<file path="config.mk">
export PLATFORM = sky130hd
export DESIGN_NAME = fixed_frame_deframer_xor_check_flat
export DESIGN_NICKNAME = d
export VERILOG_FILES = /design/src/rtl/core/ffd_pkg.sv /design/src/rtl/core/ffd_ifs.sv /design/src/rtl/core/fixed_frame_deframer_xor_check.sv /design/src/rtl/core/ffd_cfg_regs.sv /design/src/rtl/core/ffd_engine.sv /design/src/flat_wrapper.sv
export SDC_FILE = /design/constraint.sdc
export NUM_CORES = 1
export LEC_CHECK = 0
export BUFFER_PORTS_ARGS = -buffer_cell sky130_fd_sc_hd__buf_4
export CORE_AREA = 2 2 168 170
export CTS_CLUSTER_DIAMETER = 50
export CTS_CLUSTER_SIZE = 20
export DETAILED_ROUTE_END_ITERATION = 8
export DIE_AREA = 0 0 170 172
export GPL_TIMING_DRIVEN = 0
export HOLD_SLACK_MARGIN = 0.06
export SETUP_SLACK_MARGIN = 0.1
export SLEW_MARGIN = 20
export SYNTH_ARGS = -nofsm -noshare
export SYNTH_HDL_FRONTEND = slang
export SYNTH_SLANG_ARGS = --single-unit
</file>
<file path="constraint.sdc">
create_clock -name i_clk -period 12.8 [get_ports i_clk]
set_input_delay 3.2 -clock i_clk [delete_from_list [all_inputs] [get_ports i_clk]]
set_output_delay 3.2 -clock i_clk [all_outputs]
set_load 0.03 [all_outputs]
</file>
<file path="src/rtl/core/ffd_pkg.sv">
package ffd_pkg;

    localparam int PAYLOAD_BYTES = 8;
    localparam int PAYLOAD_W     = 64;
    localparam int BYTE_W        = 8;
    localparam int POS_W         = 4;
    localparam int IDX_W         = (PAYLOAD_BYTES > 1) ? $clog2(PAYLOAD_BYTES) : 1;
    localparam int CFG_IDX_W     = 8;

    localparam logic [POS_W-1:0] POS_HUNT = POS_W'(0);
    localparam logic [POS_W-1:0] POS_SUM  = POS_W'(PAYLOAD_BYTES + 1);
    localparam logic [POS_W-1:0] POS_END  = POS_W'(PAYLOAD_BYTES + 2);

    localparam logic [BYTE_W-1:0] START_MARKER_RST = 8'hAA;
    localparam logic [BYTE_W-1:0] END_MARKER_RST   = 8'h55;

    typedef enum logic [CFG_IDX_W-1:0] {
        REG_START_MARKER = 8'd0,
        REG_END_MARKER   = 8'd1
    } t_reg_idx;

    typedef enum logic [1:0] {
        ST_OK      = 2'd0,
        ST_BAD_END = 2'd1,
        ST_BAD_SUM = 2'd2
    } t_status;

    typedef struct packed {
        logic [BYTE_W-1:0] start_marker;
        logic [BYTE_W-1:0] end_marker;
    } t_markers;

endpackage

</file>
<file path="src/rtl/core/ffd_ifs.sv">
interface ffd_byte_if;
    logic       valid;
    logic       ready;
    logic [7:0] rx_byte;

    modport source (output valid, output rx_byte, input ready);
    modport sink   (input valid, input rx_byte, output ready);
endinterface

interface ffd_result_if;
    logic        valid;
    logic        ready;
    logic [1:0]  frame_status;
    logic [63:0] payload;
    logic [7:0]  computed_checksum;
    logic [7:0]  received_checksum;

    modport source (output valid, output frame_status, output payload,
                    output computed_checksum, output received_checksum, input ready);
    modport sink   (input valid, input frame_status, input payload,
                    input computed_checksum, input received_checksum, output ready);
endinterface

interface ffd_cfg_if;
    logic       valid;
    logic       ready;
    logic [7:0] index;
    logic [7:0] data;

    modport source (output valid, output index, output data, input ready);
    modport sink   (input valid, input index, input data, output ready);
endinterface

</file>
<file path="src/rtl/core/fixed_frame_deframer_xor_check.sv">
// Channel  | Dir | Handshake     | Payload
// i_rx     | in  | valid/ready   | rx_byte[7:0]
// o_res    | out | valid/ready   | frame_status[1:0], payload[63:0],
//          |     |               | computed_checksum[7:0], received_checksum[7:0]
// i_cfg    | in  | valid/ready=1 | index[7:0], data[7:0]
//
// One byte accepted per cycle while i_rx.ready is high; a byte is registered on
// acceptance and processed from that register, which also loads the result register
// for an end byte; o_res.valid rises once the end byte is processed.
// Reset is synchronous, active low; markers return to 0xAA and 0x55, hunting.
// i_rx.ready drops only when an end byte is waiting and the result register is
// still held by an untaken result.
module fixed_frame_deframer_xor_check (
    input  logic         i_clk,
    input  logic         i_rst_n,
    ffd_byte_if.sink     i_rx,
    ffd_result_if.source o_res,
    ffd_cfg_if.sink      i_cfg
);
    import ffd_pkg::*;

    t_markers markers;

    ffd_cfg_regs u_cfg_regs (
        .i_clk     (i_clk),
        .i_rst_n   (i_rst_n),
        .i_cfg     (i_cfg),
        .o_markers (markers)
    );

    ffd_engine u_engine (
        .i_clk     (i_clk),
        .i_rst_n   (i_rst_n),
        .i_markers (markers),
        .i_rx      (i_rx),
        .o_res     (o_res)
    );

endmodule

</file>
<file path="src/rtl/core/ffd_cfg_regs.sv">
module ffd_cfg_regs (
    input  logic            i_clk,
    input  logic            i_rst_n,
    ffd_cfg_if.sink         i_cfg,
    output ffd_pkg::t_markers o_markers
);
    import ffd_pkg::*;

    t_markers r_markers;
    logic     cfg_fire;

    assign i_cfg.ready = 1'b1;
    assign cfg_fire    = i_cfg.valid & i_cfg.ready;
    assign o_markers   = r_markers;

    // Indexes beyond the register list are dropped.
    always_ff @(posedge i_clk) begin
        if (!i_rst_n) begin
            r_markers.start_marker <= START_MARKER_RST;
            r_markers.end_marker   <= END_MARKER_RST;
        end else if (cfg_fire) begin
            unique case (i_cfg.index)
                REG_START_MARKER: r_markers.start_marker <= i_cfg.data;
                REG_END_MARKER:   r_markers.end_marker   <= i_cfg.data;
                default: ;
            endcase
        end
    end

endmodule

</file>
<file path="src/rtl/core/ffd_engine.sv">
module ffd_engine (
    input  logic              i_clk,
    input  logic              i_rst_n,
    input  ffd_pkg::t_markers i_markers,
    ffd_byte_if.sink          i_rx,
    ffd_result_if.source      o_res
);
    import ffd_pkg::*;

    // input register
    logic              r_s1_valid;
    logic [BYTE_W-1:0] r_s1_byte;

    // frame state
    logic [POS_W-1:0]     r_pos;
    logic [POS_W-1:0]     n_pos;
    logic [BYTE_W-1:0]    r_xor;
    logic [PAYLOAD_W-1:0] r_payload;
    logic [BYTE_W-1:0]    r_sum;

    // result register
    logic                 r_out_valid;
    t_status              r_out_status;
    logic [PAYLOAD_W-1:0] r_out_payload;
    logic [BYTE_W-1:0]    r_out_comp;
    logic [BYTE_W-1:0]    r_out_recv;

    logic             is_hunt;
    logic             is_payload;
    logic             is_sum;
    logic             is_end;
    logic             out_free;
    logic             stall;
    logic             s1_fire;
    logic             rx_fire;
    logic [POS_W-1:0] pos_m1;
    logic [IDX_W-1:0] byte_idx;
    t_status          status;

    assign is_hunt    = (r_pos == POS_HUNT);
    assign is_payload = !is_hunt && (r_pos < POS_SUM);
    assign is_sum     = (r_pos == POS_SUM);
    assign is_end     = !is_hunt && !is_payload && !is_sum;

    assign out_free = !r_out_valid || o_res.ready;
    // hold the byte only when it closes a frame and the result slot is full
    assign stall    = r_s1_valid && is_end && !out_free;
    assign s1_fire  = r_s1_valid && !stall;

    assign i_rx.ready = !stall;
    assign rx_fire    = i_rx.valid && i_rx.ready;

    assign pos_m1   = r_pos - POS_W'(1);
    assign byte_idx = pos_m1[IDX_W-1:0];

    // end marker check takes priority over checksum
    always_comb begin
        if (r_s1_byte != i_markers.end_marker) begin
            status = ST_BAD_END;
        end else if (r_xor != r_sum) begin
            status = ST_BAD_SUM;
        end else begin
            status = ST_OK;
        end
    end

    always_comb begin
        n_pos = r_pos;
        if (is_hunt) begin
            if (r_s1_byte == i_markers.start_marker) begin
                n_pos = POS_W'(1);
            end
        end else if (is_end) begin
            n_pos = POS_HUNT;
        end else begin
            n_pos = r_pos + POS_W'(1);
        end
    end

    always_ff @(posedge i_clk) begin
        if (!i_rst_n) begin
            r_s1_valid <= 1'b0;
        end else if (rx_fire) begin
            r_s1_valid <= 1'b1;
        end else if (!stall) begin
            r_s1_valid <= 1'b0;
        end
    end

    always_ff @(posedge i_clk) begin
        if (rx_fire) begin
            r_s1_byte <= i_rx.rx_byte;
        end
    end

    always_ff @(posedge i_clk) begin
        if (!i_rst_n) begin
            r_pos <= POS_HUNT;
            r_xor <= '0;
        end else if (s1_fire) begin
            r_pos <= n_pos;
            if (is_payload) begin
                r_xor <= r_xor ^ r_s1_byte;
            end else if (is_end || (is_hunt && n_pos != POS_HUNT)) begin
                r_xor <= '0;
            end
        end
    end

    always_ff @(posedge i_clk) begin
        if (s1_fire) begin
            if (is_hunt && n_pos != POS_HUNT) begin
                r_payload <= '0;
            end else if (is_payload) begin
                r_payload[BYTE_W*byte_idx +: BYTE_W] <= r_s1_byte;
            end
            if (is_sum) begin
                r_sum <= r_s1_byte;
            end
        end
    end

    always_ff @(posedge i_clk) begin
        if (!i_rst_n) begin
            r_out_valid <= 1'b0;
        end else if (s1_fire && is_end) begin
            r_out_valid <= 1'b1;
        end else if (o_res.ready) begin
            r_out_valid <= 1'b0;
        end
    end

    always_ff @(posedge i_clk) begin
        if (s1_fire && is_end) begin
            r_out_status  <= status;
            r_out_payload <= r_payload;
            r_out_comp    <= r_xor;
            r_out_recv    <= r_sum;
        end
    end

    assign o_res.valid             = r_out_valid;
    assign o_res.frame_status      = r_out_status;
    assign o_res.payload           = r_out_payload;
    assign o_res.computed_checksum = r_out_comp;
    assign o_res.received_checksum = r_out_recv;

    a_pos_range: assert property (@(posedge i_clk) disable iff (!i_rst_n)
        r_pos <= POS_END)
        else $error("frame position out of range");

    a_end_to_hunt: assert property (@(posedge i_clk) disable iff (!i_rst_n)
        (s1_fire && is_end) |=> (r_pos == POS_HUNT && r_out_valid))
        else $error("frame close did not return to hunting with a result");

    a_stall_full: assert property (@(posedge i_clk) disable iff (!i_rst_n)
        stall |-> (r_out_valid && !o_res.ready))
        else $error("input stalled while result slot free");

    a_hunt_xor_clear: assert property (@(posedge i_clk) disable iff (!i_rst_n)
        is_hunt |-> (r_xor == '0))
        else $error("checksum accumulator not clear while hunting");

endmodule

</file>
<file path="src/flat_wrapper.sv">
// flat-port wrapper written by rule: the top's interface ports become plain ports
module fixed_frame_deframer_xor_check_flat import ffd_pkg::*;
  (i_clk, i_rst_n, i_rx_valid, i_rx_rx_byte, i_rx_ready, o_res_valid, o_res_frame_status, o_res_payload, o_res_computed_checksum, o_res_received_checksum, o_res_ready, i_cfg_valid, i_cfg_index, i_cfg_data, i_cfg_ready);
  ffd_byte_if i_rx_i ();
  ffd_result_if o_res_i ();
  ffd_cfg_if i_cfg_i ();
  input  logic i_clk;
  input  logic i_rst_n;
  input wire logic [$bits(i_rx_i.valid)-1:0] i_rx_valid;
  input wire logic [$bits(i_rx_i.rx_byte)-1:0] i_rx_rx_byte;
  output wire logic [$bits(i_rx_i.ready)-1:0] i_rx_ready;
  output wire logic [$bits(o_res_i.valid)-1:0] o_res_valid;
  output wire logic [$bits(o_res_i.frame_status)-1:0] o_res_frame_status;
  output wire logic [$bits(o_res_i.payload)-1:0] o_res_payload;
  output wire logic [$bits(o_res_i.computed_checksum)-1:0] o_res_computed_checksum;
  output wire logic [$bits(o_res_i.received_checksum)-1:0] o_res_received_checksum;
  input wire logic [$bits(o_res_i.ready)-1:0] o_res_ready;
  input wire logic [$bits(i_cfg_i.valid)-1:0] i_cfg_valid;
  input wire logic [$bits(i_cfg_i.index)-1:0] i_cfg_index;
  input wire logic [$bits(i_cfg_i.data)-1:0] i_cfg_data;
  output wire logic [$bits(i_cfg_i.ready)-1:0] i_cfg_ready;
  assign i_rx_i.valid = i_rx_valid;
  assign i_rx_i.rx_byte = i_rx_rx_byte;
  assign i_rx_ready = i_rx_i.ready;
  assign o_res_valid = o_res_i.valid;
  assign o_res_frame_status = o_res_i.frame_status;
  assign o_res_payload = o_res_i.payload;
  assign o_res_computed_checksum = o_res_i.computed_checksum;
  assign o_res_received_checksum = o_res_i.received_checksum;
  assign o_res_i.ready = o_res_ready;
  assign i_cfg_i.valid = i_cfg_valid;
  assign i_cfg_i.index = i_cfg_index;
  assign i_cfg_i.data = i_cfg_data;
  assign i_cfg_ready = i_cfg_i.ready;
  fixed_frame_deframer_xor_check u_core (.i_clk(i_clk), .i_rst_n(i_rst_n), .i_rx(i_rx_i), .o_res(o_res_i), .i_cfg(i_cfg_i));
endmodule
</file>
Word-level counts from Yosys, hierarchy flattened
Cells that the tools add are included.
W data, S select, Z words.
{ "classes": {"n_reduce_logical": 28, "add_sub_neg": 3, "muxes": 12, "order_cmp": 1, "eq_ne": 6, "bitwise": 1, "n_shift": 2} }
{ "ops": {"columns": ["cell", "count"], "rows": [
  ["$bwmux W64", 1],
  ["$mux W64", 1],
  ["$shift A8 B34 Y64 const A", 1],
  ["$shiftx A8 B34 Y64", 1],
  ["$neg A6 Y34", 1],
  ["$mux W8", 2],
  ["$ne A8 B8 Y1", 2],
  ["$mux W4", 3],
  ["$reduce_and A2 Y1", 5],
  ["$logic_and A1 B1 Y1", 9],
  ["$eq A8 B1 Y1 const B", 1],
  ["$eq A8 B8 Y1", 1],
  ["$logic_not A8 Y1", 1],
  ["$xor A8 B8 Y8", 1],
  ["$logic_not A1 Y1", 6],
  ["$reduce_bool A2 Y1", 3],
  ["$add A4 B1 Y4 const B", 1],
  ["$eq A4 B4 Y1 const B", 1],
  ["$logic_not A4 Y1", 1],
  ["$lt A4 B4 Y1 const B", 1],
  ["$mux W1", 4],
  ["$reduce_bool A4 Y1", 1],
  ["$sub A3 B1 Y3 const B", 1],
  ["$logic_or A1 B1 Y1", 2],
  ["2 further kinds", 2]
]} }
{ "totals": {"out_inout_bits": 85, "inputBits": 29, "regBits": 192} }

Logic depth before layout (Yosys ltp)
Gate-level depths: netlist (run 1).
{ "logic_depth": {"ltp_word": 13, "mapped_depth": 13, "ltp_nobuf": 9} }

By module
From an unflattened synthesis (run 1), not the netlist that was laid out.
{ "unflattened": {"cells_unflattened": 606, "hier_area_um2": 7893.8} }
{ "modules_own_cells": {"columns": ["module", "area_per_inst_um2", "cells_each", "seq_area_each_um2", "n_inst"], "rows": [
  ["ffd_engine", 7155.6, 532, 5144.9, 1],
  ["ffd_cfg_regs", 738.2, 74, 320.3, 1]
]} }

Worst setup path before layout (run 1)
No wires, ideal clock.
{ "synth_timing": {"path_kind": "input -> register", "start": "input o_res_ready", "end": "register u_core.u_engine.r_out_comp[0], in the netlist u_core.u_engine.o_res.computed_checksum[0], enable pin", "setup_slack_ps": 5608, "path_stages": 2, "setup_ps": 523, "arrival_ps": 6669, "cell_sequence": "nor2b_1 -> nor2_1"} }
{ "synth_via": {"elab_chain_len": 6} }
{ "synth_lines": {"columns": ["element", "line_no", "rtl"], "rows": [
  ["from (decl)", "flat_wrapper.sv:17", "input wire logic [$bits(o_res_i.ready)-1:0] o_res_ready;"],
  ["$logic_or A1 B1 Y1", "ffd_engine.sv:45", "assign out_free = !r_out_valid || o_res.ready;"],
  ["$logic_not A1 Y1", "ffd_engine.sv:47", "assign stall = r_s1_valid && is_end && !out_free;"],
  ["$logic_and A1 B1 Y1", "ffd_engine.sv:47", null],
  ["$logic_not A1 Y1", null, null],
  ["$logic_and A1 B1 Y1", "ffd_engine.sv:48", "assign s1_fire = r_s1_valid && !stall;"],
  ["$logic_and A1 B1 Y1", "ffd_engine.sv:134", "if (s1_fire && is_end) begin"],
  ["to (signal assigned)", "ffd_engine.sv:137", "r_out_comp <= r_xor;"],
  ["to (decl)", "ffd_engine.sv:25", "logic [BYTE_W-1:0] r_out_comp;"]
]} }
Every way passes these cells.
A chain may end at the register's enable or synchronous reset.

Worst setup path after layout (run 1)
{ "layout_timing": {"start": "input o_res_ready", "end": "output i_rx_ready"} }
{ "layout_via": {"elab_chain_len": 4} }
{ "layout_lines": {"columns": ["element", "line_no", "rtl"], "rows": [
  ["$logic_or A1 B1 Y1", "ffd_engine.sv:45", null],
  ["$logic_not A1 Y1", "ffd_engine.sv:47", null],
  ["$logic_and A1 B1 Y1", "ffd_engine.sv:47", null],
  ["$logic_not A1 Y1", null, null],
  ["to (decl)", "flat_wrapper.sv:11", "output wire logic [$bits(i_rx_i.ready)-1:0] i_rx_ready;"]
]} }
Every way passes these cells.

==> impl_results.md, run 1 <==
- Ys Warns: 0
- Most frequent cell after synthesis: edfxtp_1
- Clock Tree Root: clkbuf_16
- Syn_nets: 599
- Boundary pin count: 114
- Main area contributors after synthesis: edfxtp_1, mux2i_1, dfxtp_1
- Fin. Hold Viols: 0
- Path depth of the worst reg2reg path: 10
- Largest net degree at the start of global routing: 52
- Vias per inst: 4.71
- Die Ht: 172 um
- Fin Setup TNS: 0 ns
- CP Launch Type: primary input
- VDD IR max: 0.0878 mV
- Crit path DAT: roughly 4.0 ns
- Slew Viols, Final: 0
- Dpl hpwl: 12900 um
- Clk_lat worst skew: 0.44 ns
- GR Util All Layers: between 10% and 20%
- Starting DRT DRC Count: 293
- Hold path cells: 0
- Initial antenna violation count: 0
- CTS Buf Count: 17
- Slew HR: a little under a quarter
- CP Capture Type: primary output
- HP Start: u_core.u_engine.r_s1_byte[7]
- Fillcell total: 2671
- DRC viols: 0
- First-pass GRT wire length: about 28000 um
- Worst path required time: 9.60 ns
- Min cycle time layout: 7.16 ns
- Hold WS: 0.441 ns
- Layout cells sized above 1: 26.9%
- Fin crit share: 55.9%
- Fmax: 140 MHz
- Final setup viols: 0
- Cell Area, Synth: 0.00809 mm^2
- RePlAce Congestion: 0.763
- Pre-CTS WS: 5.62 ns
- CTS sink cnt: roughly 190
- RSZ-0062 raised after global routing: no
- Power, Total: 1.26 mW
- Share of synthesized flip-flops with an asynchronous set or reset: 0%
- Num rows: 61
- Core Area: 0.0275 mm^2
- Synth Register Bits: 192
- Die X: 170 um
- EDFF count, synth: around 160
- R2R Path End: u_core.u_engine.r_payload[6]
- Routed Antenna Nets: 0
- Wire per inst: 17.7 um
- Synth-to-Final Area Change: 24.5%
- # hold bufs at CTS: 0
- PostCTS Resize Cnt: 0
- Final worst setup slack: 5.64 ns
- Synth cell types: 50
- FF/Latch Area: 0.00547 mm^2
- Sequential share of the synthesized area: 67.6%
- Worst Max-Slew Pin Slew: 1.14 ns
- Max cap viols: 0
- Lkg Pwr: between 3 and 4 nW
- CTS clk-pin slew, worst paths: about 0.070 ns
- Run status: finished, final reports clean
- Clock Path Buffers: 2
- Avg Inst Size Synth: 14.4 um^2
- Skew final: 0.0123 ns
- Total grt overflow: 0
- Syn Inst Count: 562
- Worst hold path class: register to register
- Die Area: 0.0292 mm^2
- Kind of critical path: primary input to primary output
- R2r setup slk: 9.43 ns
- Clock H-tree levels: 4
- Critical path fanouts, max: 3
- Vias in the first global route: 4924
- Post CTS Setup Buffer Count: 0
- CTS tree: yes
- Area of the multi-input gates: 0.00242 mm^2
- Final WL: 18700 um
- Worst R2R Start: u_core.u_engine.r_pos[0]
- WHS Endpoint: u_core.u_engine.r_sum[7]
- PwrDens: 125 mW/mm^2
- Vias: approximately 5000
- Buffers on Ports: 112
- Number of diodes: 0
- Initial Util: 29.4%
- TritonRoute pass-1 iters: 4
- Top cell type's share of synthesized area: 60.2%
- Post-synth top flop: edfxtp_1
- Largest area contributor in the netlist: edfxtp_1
- Post-synth top cells: edfxtp_1, mux2i_1, a21oi_1
- Post-layout nets: about 730
cell usage in the layout, fill, tap and decap left out, types with 3 or more instances in the layout:
cell type | synthesis | final
edfxtp_1 | 162 | 162
buf_4 | 4 | 116
mux2i_1 | 72 | 72
a21oi_1 | 52 | 52
dfxtp_1 | 30 | 30
nand2_1 | 27 | 27
and2_1 | 20 | 20
clkbuf_16 | 0 | 17
clkbuf_1 | 15 | 16
xor2_1 | 16 | 16
buf_2 | 14 | 14
nor2_1 | 14 | 13
nand2b_1 | 12 | 12
nand3_1 | 11 | 11
inv_1 | 10 | 10
a31oi_1 | 10 | 10
xnor2_1 | 9 | 9
a21oi_2 | 8 | 8
a311oi_1 | 8 | 8
a22oi_1 | 8 | 8
ha_1 | 8 | 8
nor2b_1 | 7 | 7
o211ai_2 | 6 | 6
inv_6 | 0 | 5
nor4_1 | 4 | 4
nor3_1 | 3 | 3
o21ai_0 | 3 | 3
worst max path at each step:
stage                                                       endpoint  depth (start not counted)  slack, ns         from
after floorplan           u_core.u_engine.o_res.computed_checksum[0]                          2       5.61  o_res_ready
after global placement             u_core.u_engine.o_res.payload[45]                          3       3.82  o_res_ready
after detailed placement                                  i_rx_ready                          5       5.62  o_res_ready
after CTS                                                 i_rx_ready                          5       5.61  o_res_ready
after global routing                                      i_rx_ready                          5       5.54  o_res_ready
final                                                     i_rx_ready                          5       5.64  o_res_ready
flip-flops by register name (all words and copies together), names as in the netlist, 2 cells and up:
signal,cells
u_core.u_engine.o_res.payload,64
u_core.u_engine.r_payload,64
u_core.u_cfg_regs.o_markers,16
u_core.u_engine.o_res.computed_checksum,8
u_core.u_engine.o_res.received_checksum,8
u_core.u_engine.r_s1_byte,8
u_core.u_engine.r_sum,8
u_core.u_engine.r_xor,8
u_core.u_engine.r_pos,4
u_core.u_engine.o_res.frame_status,2
kinds of logic after synthesis:
group,share of synthesized area (%)
flip-flops,67.6
AND/OR/NAND/NOR,7.72
AO/OA/AOI/OAI,8.73
multiplexers,8.91
buffers and inverters,2.72
XOR/XNOR,3.05
adder cells (fa/ha/maj),1.24
other,0.0464
critical path, stage by stage:
cell and delay, ns:
buf_4 0.11, nand2b_1 0.17, nor2_1 0.23, inv_1 0.07, buf_4 0.17
through the flow:
step | utilization, % | cell area [um^2] | instances
2_1_floorplan | - | 8090 | 562
3_3_place_gp | 34.1 | 9360 | 1020
3_5_place_dp | 34.5 | 9470 | 1024
4_1_cts | 36.7 | 10100 | 1056
5_1_grt | 36.7 | 10100 | 1056
6_report | 36.7 | 10100 | 1056
routing by layer:
layer | vias to the layer above | part of all wire [%] | GRT usage (%)
met4 | 0 | 1.1 | 3.79
li1 | 2379 | - | -
met2 | 118 | 49 | 21.5
met1 | 2460 | 45 | 16.8
met3 | 17 | 5.1 | 3.02
met5 | - | 0 | 0
power by group:
group          leakage, nW  total [mW]  internal [mW]  switching (mW)
combinational         1.82      0.0370         0.0144          0.0227
sequential            1.71       0.674          0.673         0.00151
clock                0.289       0.545          0.295           0.249
total                 3.82        1.26          0.983           0.273
cell type report:
| cell class | count | share of cell area [%] |
|---|---|---|
| sequential | 192 | 54.3 |
| inverter | 10 | 0.373 |
| multi-input combinational | 324 | 24.0 |
| tap | 346 | 4.30 |
| clock buffer | 18 | 4.26 |
| timing repair buffer | 116 | 9.29 |
| clock inverter | 14 | 1.70 |
| buffer | 36 | 1.81 |
Note: power is estimated with default switching activity, not from simulation.
==> run 2: changes to the inputs <==
Settings changed: ABC_AREA set to 1, CORE_AREA 2 2 168 170 to 2 2 166 168, DIE_AREA 0 0 170 172 to 0 0 168 170.
Clock period 12.8 ns to 6.7 ns, I/O delays scaled along.
==> impl_results.md, run 2 <==
- Comb pwr share: 12.0%
- Initial Util: 29.9%
- Initial antenna violation count: 0
- CTS Buf Count: 17
- # hold bufs at CTS: 0
- Final setup viols: 0
- Met2 GRT Util: roughly a fifth
- Lkg Pwr: 3.92 nW
- Met3 GRT Util: 3.07%
- PwrDens: about 280 mW/mm^2
- RePlAce Congestion: 0.807
- Post-synth top cells: nand2_1, edfxtp_1, a21oi_1
- Wire per inst: about 15 um
- Skew final: 0.0110 ns
- Post CTS Setup Buffer Count: 0
- Fillcell total: 2595
- Crit path DAT: 2.60 ns
- DRC viols: 0
- Most common cell after layout, fill and taps aside: nand2_1
- Synth Register Bits: about 190
- Clock Tree Root: clkbuf_16
- HP Start: u_core.u_engine.r_payload[5]
- Num rows: 60
- CP Capture Type: primary output
- Vias in the first global route: ~5200
- Final core utilization: a little under two fifths
- Dpl cells: 1149
- Boundary pin count: between 100 and 150
- Final WL: 18000 um
- FF/Latch Area: 0.00547 mm^2
- Share of synthesized flip-flops with an asynchronous set or reset: 0%
- Most frequent cell after synthesis: nand2_1
- R2r setup slk: around 3.6 ns
- Syn_nets: 727
- Worst path required time: 5.03 ns
- Internal power: 2.05 mW
- Ys Warns: 0
- Largest family of logic cells by synthesized area: simple AND/OR/NAND/NOR gates
- Post-synthesis mux area share: 0%
- Worst Max-Slew Pin Slew: 0.770 ns
- Sequential share of the synthesized area: 68.7%
- Cell Area, Synth: 0.00796 mm^2
- EDFF count, synth: 162
- Slew Viols, Final: 0
- Fmax: 234 MHz
- Synth Area in XOR/XNOR: under 10%
- Starting DRT DRC Count: 487
- Path depth of the worst reg2reg path: 11
- Number of diodes: 0
- Worst R2R Start: u_core.u_engine.r_pos[0]
- Buffers on Ports: 112
- Finished Layout Cells: roughly 1200
- Clk_lat worst skew: 0.43 ns
- Fin. Hold Viols: 0
- Routed Antenna Nets: 0
- Synth Area in Simple Gates: 15.1%
- Largest area contributor in the netlist: edfxtp_1
- Slew HR: 48.4%
- Area of the multi-input gates: 0.00217 mm^2
- Main area contributors after synthesis: edfxtp_1, nand2_1, dfxtp_1
- Die X: around 170 um
- Met1 usage: 17.1%
- Dpl hpwl: about 13000 um
- Critical path fanouts, max: 3
- Post-synth top flop: edfxtp_1
- Placed inst area: 0.00939 mm^2
- R2R Path End: u_core.u_engine.r_payload[53]
- Total grt overflow: 0
- Max cap viols: 0
- Adder-cell share of the synthesized area: 1.26%
- Final instance area: between 0.009 and 0.01 mm^2
- Layout cells sized above 1: between 20 and 25%
- Busiest layer in global routing: met2
- PostCTS Resize Cnt: 0
- Top cell type's share of synthesized area: 61.1%
- VDD IR max: 0.109 mV
- Die Area: 0.0286 mm^2
- First-pass GRT wire length: 28500 um
- Min cycle time layout: 4.27 ns
- Fin crit share: between 60 and 70%
- Core Area: 0.0267 mm^2
- Worst hold path class: register to register
- Run status: finished, final reports clean
- Hold WS: approximately 0.45 ns
- WHS Endpoint: u_core.u_engine.o_res.payload[5]
- Kind of critical path: primary input to primary output
- Synth-to-Final Area Change: 25.4%
- Vias per inst: 4.54
- CTS sink cnt: 192
- Clock H-tree levels: 4
- Die Ht: 170 um
- CTS clk-pin slew, worst paths: about 0.07 ns
- Post-synthesis compound-gate area fraction: 7.14%
- CP Launch Point: o_res_ready
- Hold path cells: 0
- Sequential Power Share: 51.1%
- Clock Path Buffers: 2
- Commonest cells after routing, fill and taps aside: nand2_1, edfxtp_1, buf_4
- CTS tree: yes
- RSZ-0062 raised after global routing: no
- TritonRoute pass-1 iters: 4
- Largest net degree at the start of global routing: 30
- Vias: 5356
- Avg Inst Size Synth: 11.5 um^2
- GR Util All Layers: 13.0%
- Synth cell types: 32
- NetSw: 723 uW
- Post-layout nets: 864
- Clock share of power: a little under two fifths
- CP Launch Type: primary input
- Syn Inst Count: 690
- Sw frac: between 20% and 30%
- Power, Total: 2.77 mW
## run 2: cell types whose count changed after synthesis, moves of 10 or more
cell      delta
nand2_1    +144
mux2i_1     -72
a21oi_1     +30
nor2_1      +27
inv_1       +25
and2_1      -20
inv_2       +15
nand2b_1    -12
a31oi_1     -10
clkbuf_1    -10
## run 2: kinds of logic (layout without fill, tap and decap cells)
family,after synthesis,in the layout
AOI/OAI and AO/OA,103,103
xor gates and xnor gates,31,31
adders and majority gates,8,8
buffers and inverters,78,227
DFF,192,192
other,1,1
and+or+nand+nor,277,277
## run 2: how the worst max path moves through the flow
| stage | end | slack, ns | cells past startpoint |
|---|---|---|---|
| floorplan | u_core.u_engine.o_res.computed_checksum[0] | 1.04 | 2 |
| global placement | u_core.u_engine.o_res.payload[49] | -0.70 | 3 |
| detailed placement | i_rx_ready | 2.42 | 6 |
| CTS | i_rx_ready | 2.42 | 6 |
| global route | i_rx_ready | 2.33 | 6 |
| finish | i_rx_ready | 2.43 | 6 |
## run 2: layout make-up
class,instances,share of cell area (%)
sequential,192,54.8
clock inverter,12,1.52
buffer,26,1.51
clock buffer,19,4.34
multi-input combinational,420,21.8
timing repair buffer,118,9.86
inverter,52,1.96
tap,341,4.28
## run 2: critical path, stage by stage
cell and delay, ns:
buf_4 0.11, nor2_1 0.23, inv_1 0.10, nor2_2 0.21, inv_1 0.10, buf_4 0.18
## run 2: per-layer routing
metal  vias up  share of wire [%]
li1       2661                  -
met1      2517                 45
met2       158                 48
met3        20                5.9
met4         0                1.4
met5         -                  0
## run 2: through the flow
stage | setup slack [ns] | TNS (ns)
floorplan | 1.04 | 0
global placement | -0.702 | -64.05
detailed placement | 2.42 | 0
CTS | 2.42 | 0
global route | 2.33 | 0
finish | 2.43 | 0
## run 2: power groups by stage
stage,Clock (mW),Sequential (mW),Combinational (mW)
2_1_floorplan,0,1.44,0.222
3_3_place_gp,0,1.45,0.312
3_5_place_dp,0,1.45,0.332
4_1_cts,1.04,1.42,0.334
5_1_grt,1.09,1.42,0.375
6_report,1.02,1.42,0.334
==> run 3: changes to the inputs <==
Clock period 6.7 ns to 4.4 ns, I/O delays scaled along.
==> impl_results.md, run 3 (synthesis gave the netlist of run 2 again) <==
- Run status: finished, final reports clean
- CTS sink cnt: approximately 190
- Initial antenna violation count: 0
- Worst hold path class: register to register
- Post-layout nets: 864
- Worst path required time: 3.30 ns
- Power, Total: 4.13 mW
- Num rows: 60
- Crit path DAT: 2.47 ns
- Slew Viols, Final: 0
- Max cap viols: 0
- PostCTS Resize Cnt: 0
- FF/Latch Area: 0.00547 mm^2
- CTS Buf Count: 17
- Lkg Pwr: roughly 3.9 nW
- Final core utilization: 37.4%
- Die Ht: between 150 and 200 um
- Fmax: approximately 280 MHz
- RSZ-0062 raised after global routing: no
- PwrDens: a little over 400 mW/mm^2
- Critical path fanouts, max: 10
- Hold path cells: 0
- Synth-to-Final Area Change: 25.1%
- Fin crit share: 81.2%
- Path depth of the worst reg2reg path: 11
- Final setup viols: 0
- Fin Setup TNS: 0 ns
- Vias in the first global route: 5015
- Skew final: between 0.01 and 0.015 ns
- Core Area: 0.0267 mm^2
- Dpl hpwl: around 13000 um
- Die Area: 0.0286 mm^2
- # hold bufs at CTS: 0
- Routed Antenna Nets: 0
- Final WL: about 18000 um
- Boundary pin count: between 100 and 150
- Clock Path Buffers: 2
- Layout cells sized above 1: 24.8%
- Vias: 5274
- Post CTS Setup Buffer Count: 0
- Buffers on Ports: 112
- Starting DRT DRC Count: 460
- Initial Util: roughly 30%
- CP Launch Type: register
- Clk_lat worst skew: between 0.4 and 0.5 ns
- Number of diodes: 0
- Dpl cells: 1149
- Slew HR: 54.4%
- Commonest cells after routing, fill and taps aside: nand2_1, edfxtp_1, buf_4
- Total grt overflow: 0
- Fin. Hold Viols: 0
- RePlAce Congestion: 0.817
- Clock Tree Root: clkbuf_16
- CTS clk-pin slew, worst paths: 0.07 ns
- Finished Layout Cells: 1181
- Fillcell total: 2625
- Area of the multi-input gates: 0.00217 mm^2
- DRC viols: 0
- First-pass GRT wire length: ~28000 um
- Clock H-tree levels: 4
- GR Util All Layers: 12.5%
- VDD IR max: 0.253 mV
- Vias per inst: 4.47
- Die X: 168 um
- Kind of critical path: register to primary output
- CP Capture Type: primary output
- Worst Max-Slew Pin Slew: 0.681 ns
- CTS tree: yes
- Wire per inst: about 15 um
- Min cycle time layout: approximately 3.6 ns
- Largest net degree at the start of global routing: 30
- Most common cell after layout, fill and taps aside: nand2_1
- TritonRoute pass-1 iters: 5
## run 3: per-stage QoR
stage	hold WS [ns]	cell area (um^2)	worst slack, ns
2_1_floorplan	0.421	7960	0.550
3_3_place_gp	0.428	9230	-0.705
3_5_place_dp	0.431	9400	1.26
4_1_cts	0.442	9960	0.807
5_1_grt	0.445	9960	0.680
6_report	0.441	9960	0.827
## run 3: worst paths after layout
kind / from / end / slack [ns]
max: u_core.u_engine.r_pos[0] / i_rx_ready / 0.83
min: u_core.u_engine.r_s1_byte[2] / u_core.u_engine.r_sum[2] / 0.44
max reg2reg: u_core.u_engine.r_pos[0] / u_core.u_engine.r_payload[53] / 1.33
min reg2reg: u_core.u_engine.r_s1_byte[2] / u_core.u_engine.r_sum[2] / 0.44
## run 3: final cells by class
| class | count | share of cell area (%) |
|---|---|---|
| buffer | 26 | 1.51 |
| clock buffer | 18 | 4.31 |
| multi-input combinational | 420 | 21.8 |
| clock inverter | 14 | 1.29 |
| tap | 341 | 4.28 |
| inverter | 52 | 1.96 |
| sequential | 192 | 54.9 |
| timing repair buffer | 118 | 9.95 |
## run 3: metal layers
metal / track usage, % / part of all wire (%) / vias up
met5: 0 / 0 / -
met4: 3.63 / 1.2 / 0
met3: 3.07 / 5.8 / 21
met2: 20.5 / 47 / 147
met1: 16.5 / 46 / 2459
li1: - / - / 2647
## run 3: where the power goes
group	internal [mW]	switching, mW
clock network	0.743	0.726
logic	0.173	0.332
registers	2.10	0.0595
total	3.02	1.12
## run 3: critical path, cell delays in order (launching register included)
cell     delay, ns
dfxtp_1       0.54
inv_2         0.20
ha_1          0.28
nand2_2       0.10
nand2_2       0.08
nor2_4        0.12
inv_1         0.08
nor2_1        0.11
inv_2         0.08
nor2_2        0.17
inv_1         0.11
buf_4         0.18
